**src/rtl/http_chunked_body_decoder_assert.svh**
```systemverilog
// Assertion macros shared by the chunked body decoder modules.
`ifndef HTTP_CHUNKED_BODY_DECODER_ASSERT_SVH
`define HTTP_CHUNKED_BODY_DECODER_ASSERT_SVH

`ifndef SYNTHESIS
// Clocked check, switched off while reset is low.
`define HCBD_ASSERT(lbl, clk, rst_n, prop, msg) \
    lbl: assert property (@(posedge clk) disable iff (!rst_n) (prop)) else $error(msg);
// Clocked check that also holds through reset.
`define HCBD_ASSERT_ALWAYS(lbl, clk, prop, msg) \
    lbl: assert property (@(posedge clk) (prop)) else $error(msg);
`else
`define HCBD_ASSERT(lbl, clk, rst_n, prop, msg)
`define HCBD_ASSERT_ALWAYS(lbl, clk, prop, msg)
`endif

`endif

```
**src/rtl/hcbd_pkg.sv**
```systemverilog
// Types, constants and helper functions for the chunked body decoder.
package hcbd_pkg;

    // Default number of hex digits allowed in one size line.
    localparam int SIZE_DIGITS_DEF = 8;

    localparam logic [7:0] BYTE_CR     = 8'h0D;
    localparam logic [7:0] BYTE_LF     = 8'h0A;
    localparam logic [1:0] TRAILER_LEN = 2'd2;

    typedef enum logic [2:0] {
        PH_SIZE,
        PH_LF,
        PH_PAYLOAD,
        PH_TRAILER,
        PH_ENDED
    } t_phase;

    typedef enum logic [1:0] {
        KIND_DATA,
        KIND_END,
        KIND_BAD
    } t_kind;

    // One result from the parser: valid flag, payload byte and its kind.
    typedef struct packed {
        logic       valid;
        logic [7:0] data;
        t_kind      kind;
    } t_result;

    // Decode an ASCII hex digit: bit 4 flags a digit, bits 3:0 carry its value.
    function automatic logic [4:0] hex_value(input logic [7:0] c);
        logic [4:0] v;
        begin
            if (c >= 8'h30 && c <= 8'h39) begin
                v = {1'b1, c[3:0]};
            end else if ((c >= 8'h61 && c <= 8'h66) || (c >= 8'h41 && c <= 8'h46)) begin
                v = {1'b1, c[3:0] + 4'd9};
            end else begin
                v = 5'd0;
            end
            return v;
        end
    endfunction

endpackage

```
**src/rtl/http_chunked_body_decoder.sv**
```systemverilog
// Top level of the HTTP chunked transfer body decoder.
// Takes one byte of a chunked body per input transaction and returns the bare payload bytes,
// plus at most one end-of-body or malformed-size marker per body. Sustained rate is one byte
// per clock while the output is not stalled; a byte's result passes through the input register,
// then the phase and size-counter update into the result register. Bytes that yield no result
// (size digits, CR LF, trailer bytes, bytes after the end) are consumed without occupying the
// output. Size lines longer than SIZE_DIGITS hex digits are flagged as malformed; there is no
// clearing pass after reset.
`include "http_chunked_body_decoder_assert.svh"

module http_chunked_body_decoder #(
    parameter int SIZE_DIGITS = hcbd_pkg::SIZE_DIGITS_DEF
) (
    input  logic       i_clk,
    input  logic       i_rst_n,
    input  logic       i_in_valid,
    output logic       o_in_stall,
    input  logic [7:0] i_in_byte,
    input  logic       i_body_start,
    output logic       o_out_valid,
    input  logic       i_out_stall,
    output logic [7:0] o_out_byte,
    output logic [1:0] o_result_kind
);

    logic              r_s1_valid;
    logic [7:0]        r_s1_byte;
    logic              r_s1_start;
    logic              r_out_valid;
    logic [7:0]        r_out_byte;
    hcbd_pkg::t_kind   r_out_kind;

    logic              out_free;
    logic              s1_fire;
    logic              in_accept;
    hcbd_pkg::t_result res;

    // Stage 1 moves on whenever the result register can take a transaction
    assign out_free   = !r_out_valid || !i_out_stall;
    assign s1_fire    = r_s1_valid && out_free;
    assign o_in_stall = r_s1_valid && !out_free;
    assign in_accept  = i_in_valid && !o_in_stall;

    hcbd_parse #(
        .SIZE_DIGITS(SIZE_DIGITS)
    ) u_parse (
        .i_clk   (i_clk),
        .i_rst_n (i_rst_n),
        .i_fire  (s1_fire),
        .i_byte  (r_s1_byte),
        .i_start (r_s1_start),
        .o_res   (res)
    );

    // Input register: hold while stalled, refill when consumed
    always_ff @(posedge i_clk) begin
        if (!i_rst_n) begin
            r_s1_valid <= 1'b0;
        end else if (in_accept) begin
            r_s1_valid <= 1'b1;
        end else if (s1_fire) begin
            r_s1_valid <= 1'b0;
        end
    end

    always_ff @(posedge i_clk) begin
        if (in_accept) begin
            r_s1_byte  <= i_in_byte;
            r_s1_start <= i_body_start;
        end
    end

    // Result register: load a fresh result or drain the taken one
    always_ff @(posedge i_clk) begin
        if (!i_rst_n) begin
            r_out_valid <= 1'b0;
        end else if (s1_fire && res.valid) begin
            r_out_valid <= 1'b1;
        end else if (!i_out_stall) begin
            r_out_valid <= 1'b0;
        end
    end

    always_ff @(posedge i_clk) begin
        if (s1_fire && res.valid) begin
            r_out_byte <= res.data;
            r_out_kind <= res.kind;
        end
    end

    assign o_out_valid   = r_out_valid;
    assign o_out_byte    = r_out_byte;
    assign o_result_kind = r_out_kind;

    `HCBD_ASSERT_ALWAYS(a_reset_quiet, i_clk, !i_rst_n |=> !o_out_valid, "output valid straight after reset")
    `HCBD_ASSERT(a_stall_needs_item, i_clk, i_rst_n, o_in_stall |-> (r_s1_valid && r_out_valid), "input stalled with nothing blocking")
    `HCBD_ASSERT(a_s1_held, i_clk, i_rst_n, (r_s1_valid && o_in_stall) |=> (r_s1_valid && r_s1_byte == $past(r_s1_byte)), "stage 1 transaction lost while blocked")
    `HCBD_ASSERT(a_marker_zero, i_clk, i_rst_n, (o_out_valid && r_out_kind != hcbd_pkg::KIND_DATA) |-> (o_out_byte == 8'd0), "marker result carries a non-zero byte")

endmodule

```
**src/rtl/hcbd_parse.sv**
```systemverilog
// Chunk parser: phase machine, size counter and per-byte result.
`include "http_chunked_body_decoder_assert.svh"

module hcbd_parse #(
    parameter int SIZE_DIGITS = hcbd_pkg::SIZE_DIGITS_DEF
) (
    input  logic              i_clk,
    input  logic              i_rst_n,
    input  logic              i_fire,
    input  logic [7:0]        i_byte,
    input  logic              i_start,
    output hcbd_pkg::t_result o_res
);

    localparam int CW  = 4 * SIZE_DIGITS;
    localparam int DCW = $clog2(SIZE_DIGITS + 1);

    hcbd_pkg::t_phase r_phase,   n_phase;
    logic [CW-1:0]    r_chunk,   n_chunk;
    logic [DCW-1:0]   r_digits,  n_digits;
    logic [1:0]       r_trailer, n_trailer;

    hcbd_pkg::t_phase c_phase;
    logic [CW-1:0]    c_chunk;
    logic [DCW-1:0]   c_digits;
    logic [1:0]       c_trailer;
    logic [4:0]       hv;

    // Restart from the reset state when the transaction opens a new body
    assign c_phase   = i_start ? hcbd_pkg::PH_SIZE : r_phase;
    assign c_chunk   = i_start ? '0 : r_chunk;
    assign c_digits  = i_start ? '0 : r_digits;
    assign c_trailer = i_start ? 2'd0 : r_trailer;
    assign hv        = hcbd_pkg::hex_value(i_byte);

    // Next state and result for the byte at hand
    always_comb begin
        n_phase   = c_phase;
        n_chunk   = c_chunk;
        n_digits  = c_digits;
        n_trailer = c_trailer;
        o_res     = '{valid: 1'b0, data: 8'd0, kind: hcbd_pkg::KIND_DATA};
        case (c_phase)
            hcbd_pkg::PH_SIZE: begin
                if (hv[4]) begin
                    if (c_digits == DCW'(SIZE_DIGITS)) begin
                        n_phase = hcbd_pkg::PH_ENDED;
                        o_res   = '{valid: 1'b1, data: 8'd0, kind: hcbd_pkg::KIND_BAD};
                    end else begin
                        n_chunk  = (c_chunk << 4) | CW'(hv[3:0]);
                        n_digits = c_digits + DCW'(1);
                    end
                end else if (i_byte == hcbd_pkg::BYTE_CR) begin
                    n_phase = hcbd_pkg::PH_LF;
                end else begin
                    n_phase = hcbd_pkg::PH_ENDED;
                    o_res   = '{valid: 1'b1, data: 8'd0, kind: hcbd_pkg::KIND_BAD};
                end
            end
            hcbd_pkg::PH_LF: begin
                if (i_byte != hcbd_pkg::BYTE_LF) begin
                    n_phase = hcbd_pkg::PH_ENDED;
                    o_res   = '{valid: 1'b1, data: 8'd0, kind: hcbd_pkg::KIND_BAD};
                end else if (c_digits == '0 || c_chunk == '0) begin
                    n_phase = hcbd_pkg::PH_ENDED;
                    o_res   = '{valid: 1'b1, data: 8'd0, kind: hcbd_pkg::KIND_END};
                end else begin
                    n_phase = hcbd_pkg::PH_PAYLOAD;
                end
            end
            hcbd_pkg::PH_PAYLOAD: begin
                n_chunk = c_chunk - CW'(1);
                if (n_chunk == '0) begin
                    n_phase   = hcbd_pkg::PH_TRAILER;
                    n_trailer = hcbd_pkg::TRAILER_LEN;
                end
                o_res = '{valid: 1'b1, data: i_byte, kind: hcbd_pkg::KIND_DATA};
            end
            hcbd_pkg::PH_TRAILER: begin
                if (c_trailer != 2'd0) begin
                    n_trailer = c_trailer - 2'd1;
                end
                if (n_trailer == 2'd0) begin
                    n_phase  = hcbd_pkg::PH_SIZE;
                    n_chunk  = '0;
                    n_digits = '0;
                end
            end
            default: begin
                // Ended: drop bytes until the next body start
            end
        endcase
    end

    // Advance parser state once per consumed transaction
    always_ff @(posedge i_clk) begin
        if (!i_rst_n) begin
            r_phase   <= hcbd_pkg::PH_SIZE;
            r_chunk   <= '0;
            r_digits  <= '0;
            r_trailer <= 2'd0;
        end else if (i_fire) begin
            r_phase   <= n_phase;
            r_chunk   <= n_chunk;
            r_digits  <= n_digits;
            r_trailer <= n_trailer;
        end
    end

    `HCBD_ASSERT(a_digits_bound, i_clk, i_rst_n, r_digits <= DCW'(SIZE_DIGITS), "size digit count beyond limit")
    `HCBD_ASSERT(a_ended_silent, i_clk, i_rst_n, (r_phase == hcbd_pkg::PH_ENDED && !i_start) |-> !o_res.valid, "result produced after end of body")
    `HCBD_ASSERT(a_payload_nonzero, i_clk, i_rst_n, (r_phase == hcbd_pkg::PH_PAYLOAD) |-> (r_chunk != '0), "payload phase with no bytes left")

endmodule

```
**config.mk**
```make
export PLATFORM = sky130hd
export DESIGN_NAME = http_chunked_body_decoder
export DESIGN_NICKNAME = d
export VERILOG_FILES = /design/src/rtl/hcbd_pkg.sv /design/src/rtl/http_chunked_body_decoder.sv /design/src/rtl/hcbd_parse.sv
export VERILOG_INCLUDE_DIRS = /design/src /design/src/rtl
export SDC_FILE = /design/constraint.sdc
export NUM_CORES = 1
export LEC_CHECK = 0
export ABC_CLOCK_PERIOD_IN_PS = 5900
export BUFFER_PORTS_ARGS = -buffer_cell sky130_fd_sc_hd__buf_2
export CORE_UTILIZATION = 30
export DETAILED_ROUTE_END_ITERATION = 10
export HOLD_SLACK_MARGIN = 0.08
export MAX_ROUTING_LAYER = met4
export PLACE_DENSITY = 0.42
export SLEW_MARGIN = 20
export SYNTH_ARGS = -nofsm -noshare
export SYNTH_HDL_FRONTEND = slang
export SYNTH_SLANG_ARGS = --single-unit
```
**constraint.sdc**
```tcl
create_clock -name i_clk -period 5.9 [get_ports i_clk]
set_input_delay 0.885 -clock i_clk [delete_from_list [all_inputs] [get_ports i_clk]]
set_output_delay 0.885 -clock i_clk [all_outputs]
set_load 0.01 [all_outputs]
```
---- Word-level counts from Yosys, hierarchy flattened ----
Cells that the tools add are included.
word-level totals
  flip-flop bits (word level) ............. 62
  input bits .............................. 13
  output and inout port bits .............. 12
cells by class
  $lt $le $gt $ge ......................... 6
  equal/unequal tests ..................... 7
  $add $sub $neg .......................... 4
  multiplexer cells ....................... 36
  bitwise logic cells ..................... 1
  reductions and logical operators ........ 21
operators by type and width
  kind                     number
  $mux W32                 4
  $pmux W32 S3             1
  $logic_not A32 Y1        2
  $mux W11                 5
  $pmux W11 S3             1
  $or A32 B4 Y32           1
  $sub A32 B1 Y32 const B  1
  $mux W3                  8
  $ge A8 B7 Y1 const B     2
  $le A8 B7 Y1 const B     2
  $mux W4                  4
  $pmux W3 S4              1
  $mux W5                  2
  $eq A8 B4 Y1 const B     1
  $ge A8 B6 Y1 const B     1
  $le A8 B6 Y1 const B     1
  $mux W2                  4
  $ne A8 B4 Y1 const B     1
  $pmux W4 S2              1
  $logic_and A1 B1 Y1      7
  $eq A3 B2 Y1 const B     2
  $add A4 B1 Y4 const B    1
  $add A4 B4 Y4 const B    1
  $eq A4 B4 Y1 const B     1
  other kinds (11)         20

---- Longest topological paths before layout ----
  word-level depth ........................ 9
  gate-level depth with buffers ........... 15
  depth with buffers taken out ............ 10

---- By module ----
A second synthesis with hierarchy kept.
second synthesis, totals
  cells, all modules ...................... 566
  area, all modules ....................... 4500.6 µm²
by module, submodules not included
  module                     area each (µm²)  times used  cells an instance
  hcbd_parse                 3838.7           1           537
  http_chunked_body_decoder  661.9            1           29

---- Least setup slack after synthesis ----
Ideal clock, no wire load.
  path kind ............................... reg-to-reg
  from .................................... register r_s1_start
  to ...................................... register u_parse.r_trailer[0]
  data arrival time ....................... 3348 ps
  stages on the path, launching flop included .. 14
  period minus slack after synthesis ...... 3464 ps
  path slack .............................. 2436 ps
  data required time ...................... 5784 ps
  path through ............................ edfxtp_1 -> inv_1 -> clkbuf_1 -> clkbuf_1 -> clkbuf_1 -> nand2_1 -> ha_1 -> nor3b_1 -> o2111a_1 -> a311o_1 -> o311ai_2 -> nand4b_1 -> or4_4 -> o211a_1
on the way
  word-level cells in the longest chain between the ends .. 5
  elaborated cells on any way between the ends .. 13
ends and longest elaborated chain
  element                                              RTL line                            RTL
  from (decl)                                          http_chunked_body_decoder.sv:28     logic r_s1_start;
  from (signal assigned)                               http_chunked_body_decoder.sv:69     r_s1_start <= i_body_start;
  $mux W32 / $mux W2 (equally long branches)           hcbd_parse.sv:31, hcbd_parse.sv:33
  $sub A32 B1 Y32, or another cell as far along        hcbd_parse.sv:72                    n_chunk = c_chunk - CW'(1);
  $logic_not A32 Y1 / $mux W2 (equally long branches)  hcbd_parse.sv:73, hcbd_parse.sv:80
  $mux W2 (on tied branches)                           hcbd_parse.sv:73, hcbd_parse.sv:43
  $pmux W2 S2 *                                        hcbd_parse.sv:43                    case (c_phase)
  to (signal assigned)                                 hcbd_parse.sv:106                   r_trailer <= n_trailer;
  to (decl)                                            hcbd_parse.sv:21                    logic [1:0] r_trailer, n_trailer;
Every way passes the cells marked *; elsewhere a longest branch is shown, timed or not. The select of a mux whose other input is x is not followed.
A chain may end at the register's enable or synchronous reset.

---- Worst setup path in the final report ----
Same ends and word-level chain as after synthesis.

==> impl_summary.md <==
Run status
The run finished with clean final reports.

Synth
The share of synthesized flip-flops with an asynchronous set or reset is 0%. The share of the Yosys chip area taken by registers is between 30% and 40%. The synthesized design contains 19 enable-type register cells. The post-synth net total is 563. The flip-flop and latch count after synthesis is 62. In this run the cell area of the synthesized design comes to 4460 um2. The number of unique standard cell types used by synthesis is 80.

The dominant register cell in the synthesized netlist is sky130_fd_sc_hd__dfxtp_1. The mean post-synth cell area is between 8 and 9 um2. The number of warnings issued by yosys is 0. Synthesis produced a netlist whose cell count is approximately 540.

Power and ir drop
The total chip power is 1.26 mW. Summed over all cells, the static leakage comes to roughly 1.8 nW. The worst ir drop on vdd is 0.125 mV.

The areal power density over the cells is approximately 260 nW/um2.

Place
The placed wire-length estimate is 9820 um. The weighted congestion reported at the end of routability-driven placement is around 0.84. The port buffer count is 24.

Clock network
The number of buffers created by CTS is 9. After clock tree synthesis, the clock-pin slew on the worst setup and hold paths is 0.06 ns. Buffers added to address setup during post-CTS repair amount to 0. The clock passes through at most 2 buffers. The H-tree level count is 3.

The clock drives between 60 and 70 sinks. TritonCTS built the clock tree. For this design, the CTS-stage hold fixing added 0 buffers. The CTS root buffer is sky130_fd_sc_hd__clkbuf_16. The number of gates resized after cts is 0. For the worst-skew pair, the clock arrives at the later sink with an insertion delay of around 0.35 ns.

Job
Across the run, the number of max-cap violations was 0.

Global route
Entering global routing, the biggest net connects slightly below 60 pins. The initial antenna violation count is 0. The number of global-route vias before repair came to roughly 3900. The global-route usage over all layers is 20.9%. The first-pass GRT wire length is 23200 um. Summed over all layers, the global routing overflow is 0.

Hold path
The startpoint of the worst hold path is u_parse.r_digits[3]. The type of the most critical hold path is reg2reg.

Setup path
The critical path goes through inv_1 -> nand2_1 -> ha_1 -> nor3b_1 -> o2111ai_1 -> o311ai_1 -> and3_1 -> nand4b_1 -> or4_4 -> o211a_1. STA classifies the critical path endpoint as a flip-flop. The largest single stage delay on the critical path is 0.68 ns.

The start point of the critical path is r_s1_start. By startpoint and endpoint, the worst setup path is classified as reg2reg. The data arrival time at the worst-slack endpoint is 3.76 ns.

The peak fanout along the critical path is 23. The startpoint type of the worst setup path is a flip-flop. The reg-to-reg startpoint is r_s1_start. STA puts the critical path data required time at 6.14 ns. For this design, the slowest cell found on the critical path is sky130_fd_sc_hd__ha_1.

Floorplan
From bottom edge to top edge, the die measures roughly 120 um. The area of the core is between 10000 and 15000 um2. Once the floorplan was initialized, standard cells occupied 30.7% of the core. After floorplanning, the core was divided into 44 placement rows. The top-level port count is 25. The die is 124 um wide.

The area of the die is around 15000 um2.

Finish
The number of nets in the layout is around 550. Summing all multi-input logic gate instances after layout gives between 2000 and 3000 um2. The final-layout fill cell count is 1556. Relative to the synthesized area, the layout overhead comes to 10.3%. Cells with a size suffix above 1 make up approximately 12% of the layout. 0 antenna diodes ended up in the layout. Summing all flip-flop and latch instances after layout gives around 1400 um2.

STA
The transition time of the tightest slew-check pin is a little over 1 ns. The final sum of negative setup slack is 0 ns. After layout, the worst path uses 59.7% of the clock period.

The final-report setup violation count is 0. Across the routed clock network, the largest skew measured is ~0.0083 ns. Setup repair after global routing left no endpoint under its margin. Headroom to the max-slew limit came out at a little under a third. The worst path needs around 3.5 ns of the cycle, external delays included. The hold violation count in the final report is 0. Timing would allow up to around 0.28 GHz. The count of final max-slew check failures was 0.

Route
Once detail routing completed, the nets flagged for antenna violations numbered 0. Before antenna repair, the detailed router went through 6 iterations. For this run, design rule violations remaining after detail routing come to 0. After detailed routing, the total wire length is 14600 um. The routed wirelength normalized by instance count is approximately 20 um. After the first detailed-routing iteration, the DRC count stood at 434. The final route contains approximately 4300 vias.

The detailed-route vias per instance is a little under 6.
[cell families after synthesis]
family                     share of synthesized area [%]
DFF                                                 32.1
adders and majority gates                           2.53
and+or+nand+nor                                     25.1
buffers and inverters                               6.03
muxes                                              0.954
xor gates and xnor gates                            2.36
AOI/OAI and AO/OA                                   30.9
[final timing paths]
check	cells after the start	endpoint	slack, ns
hold reg to reg	2	u_parse.r_digits[3]	0.53
setup / recovery	10	u_parse.r_trailer[0]	2.38
setup reg to reg	10	u_parse.r_trailer[0]	2.38
hold / removal	2	u_parse.r_digits[3]	0.53
[metal layers]
layer / up-vias / track usage (%) / wire, um
li1: 2068 / - / -
met1: 2067 / 29.8 / 7210
met2: 143 / 29.6 / 6370
met3: 20 / 3.16 / 741
met4: 0 / 7.74 / 257
met5: - / - / 0
[synth_stat cells (9+ instances only)]
cell type / number / share of area [%]
sky130_fd_sc_hd__nor2_1: 29 / 2.4
sky130_fd_sc_hd__inv_1: 11 / 0.93
sky130_fd_sc_hd__nor2b_1: 15 / 2.1
sky130_fd_sc_hd__a21oi_1: 32 / 3.6
sky130_fd_sc_hd__buf_2: 10 / 1.1
sky130_fd_sc_hd__nand2_1: 47 / 4.0
sky130_fd_sc_hd__and2_1: 11 / 1.5
sky130_fd_sc_hd__nand4_1: 11 / 1.5
sky130_fd_sc_hd__a22oi_1: 24 / 4.0
sky130_fd_sc_hd__edfxtp_1: 19 / 13
sky130_fd_sc_hd__dfxtp_1: 43 / 19
sky130_fd_sc_hd__clkbuf_1: 31 / 2.6
sky130_fd_sc_hd__nand3_1: 17 / 1.9
sky130_fd_sc_hd__ha_1: 9 / 2.5
sky130_fd_sc_hd__o21ai_0: 43 / 4.8
sky130_fd_sc_hd__nor3_1: 14 / 1.6
[cell usage in the layout, fill, tap and decap left out, types with 5 or more instances in the layout]
cell / netlist / final
sky130_fd_sc_hd__xnor2_1: 8 / 8
sky130_fd_sc_hd__nor2_1: 29 / 29
sky130_fd_sc_hd__a22oi_1: 24 / 24
sky130_fd_sc_hd__nand4_1: 11 / 11
sky130_fd_sc_hd__a31oi_1: 5 / 5
sky130_fd_sc_hd__o211a_1: 6 / 6
sky130_fd_sc_hd__o211ai_1: 5 / 5
sky130_fd_sc_hd__nor4_1: 6 / 6
sky130_fd_sc_hd__dfxtp_1: 43 / 43
sky130_fd_sc_hd__a21oi_1: 32 / 32
sky130_fd_sc_hd__edfxtp_1: 19 / 19
sky130_fd_sc_hd__nor3_1: 14 / 14
sky130_fd_sc_hd__o21ai_0: 43 / 43
sky130_fd_sc_hd__buf_4: 2 / 5
sky130_fd_sc_hd__nor2b_1: 15 / 15
sky130_fd_sc_hd__clkbuf_16: 0 / 9
sky130_fd_sc_hd__nand3_1: 17 / 17
sky130_fd_sc_hd__or4_1: 8 / 8
sky130_fd_sc_hd__buf_2: 10 / 24
sky130_fd_sc_hd__o31ai_1: 6 / 6
sky130_fd_sc_hd__and3_1: 6 / 6
sky130_fd_sc_hd__o22a_1: 7 / 7
sky130_fd_sc_hd__o21a_1: 8 / 8
sky130_fd_sc_hd__and2_1: 11 / 11
sky130_fd_sc_hd__inv_1: 11 / 11
sky130_fd_sc_hd__nand2_1: 47 / 47
sky130_fd_sc_hd__ha_1: 9 / 9
sky130_fd_sc_hd__or3_1: 5 / 5
sky130_fd_sc_hd__nor3b_1: 5 / 5
[where the power goes]
group | internal [mW] | switching, mW | leakage (nW)
registers | 0.461 | 0.0325 | 0.529
logic | 0.101 | 0.174 | 1.13
clock network | 0.280 | 0.207 | 0.126
total | 0.842 | 0.413 | 1.79
[final cells by class]
type	count	area share (%)
multi-input combinational	419	56.7
clock buffer	9	4.58
sequential	62	29.1
inverter	11	0.840
clock inverter	7	0.840
timing repair buffer	29	3.21
tap	184	4.68
[metrics by stage]
stage / hold slack, ns / instance area (um2) / cells / setup slack [ns] / util [%]
CTS: 0.534 / 4910 / 721 / 2.39 / 33.8
floorplan: 0.465 / 4460 / 541 / 2.44 / -
global placement: 0.519 / 4650 / 705 / 2.45 / 32.0
global route: 0.571 / 4920 / 721 / 2.07 / 33.8
detailed placement: 0.524 / 4650 / 705 / 2.39 / 32.0
finish: 0.527 / 4920 / 721 / 2.38 / 33.8
[flip-flops by register name (all words and copies together) (netlist names)]
register / flops
u_parse.r_trailer: 2
r_s1_start: 1
u_parse.r_chunk: 32
u_parse.r_digits: 4
o_out_valid: 1
r_s1_byte: 8
o_result_kind: 2
r_s1_valid: 1
u_parse.r_phase: 3
o_out_byte: 8
[worst max-delay path: cells and delay by family (launching register included)]
kind            cells  cell delay (ns)
compound gates      3             0.76
fa+ha+maj           1             0.68
buf+inv             1             0.22
flops               1             0.34
simple gates        5             1.41
Note: power is estimated with default switching activity, not from simulation.
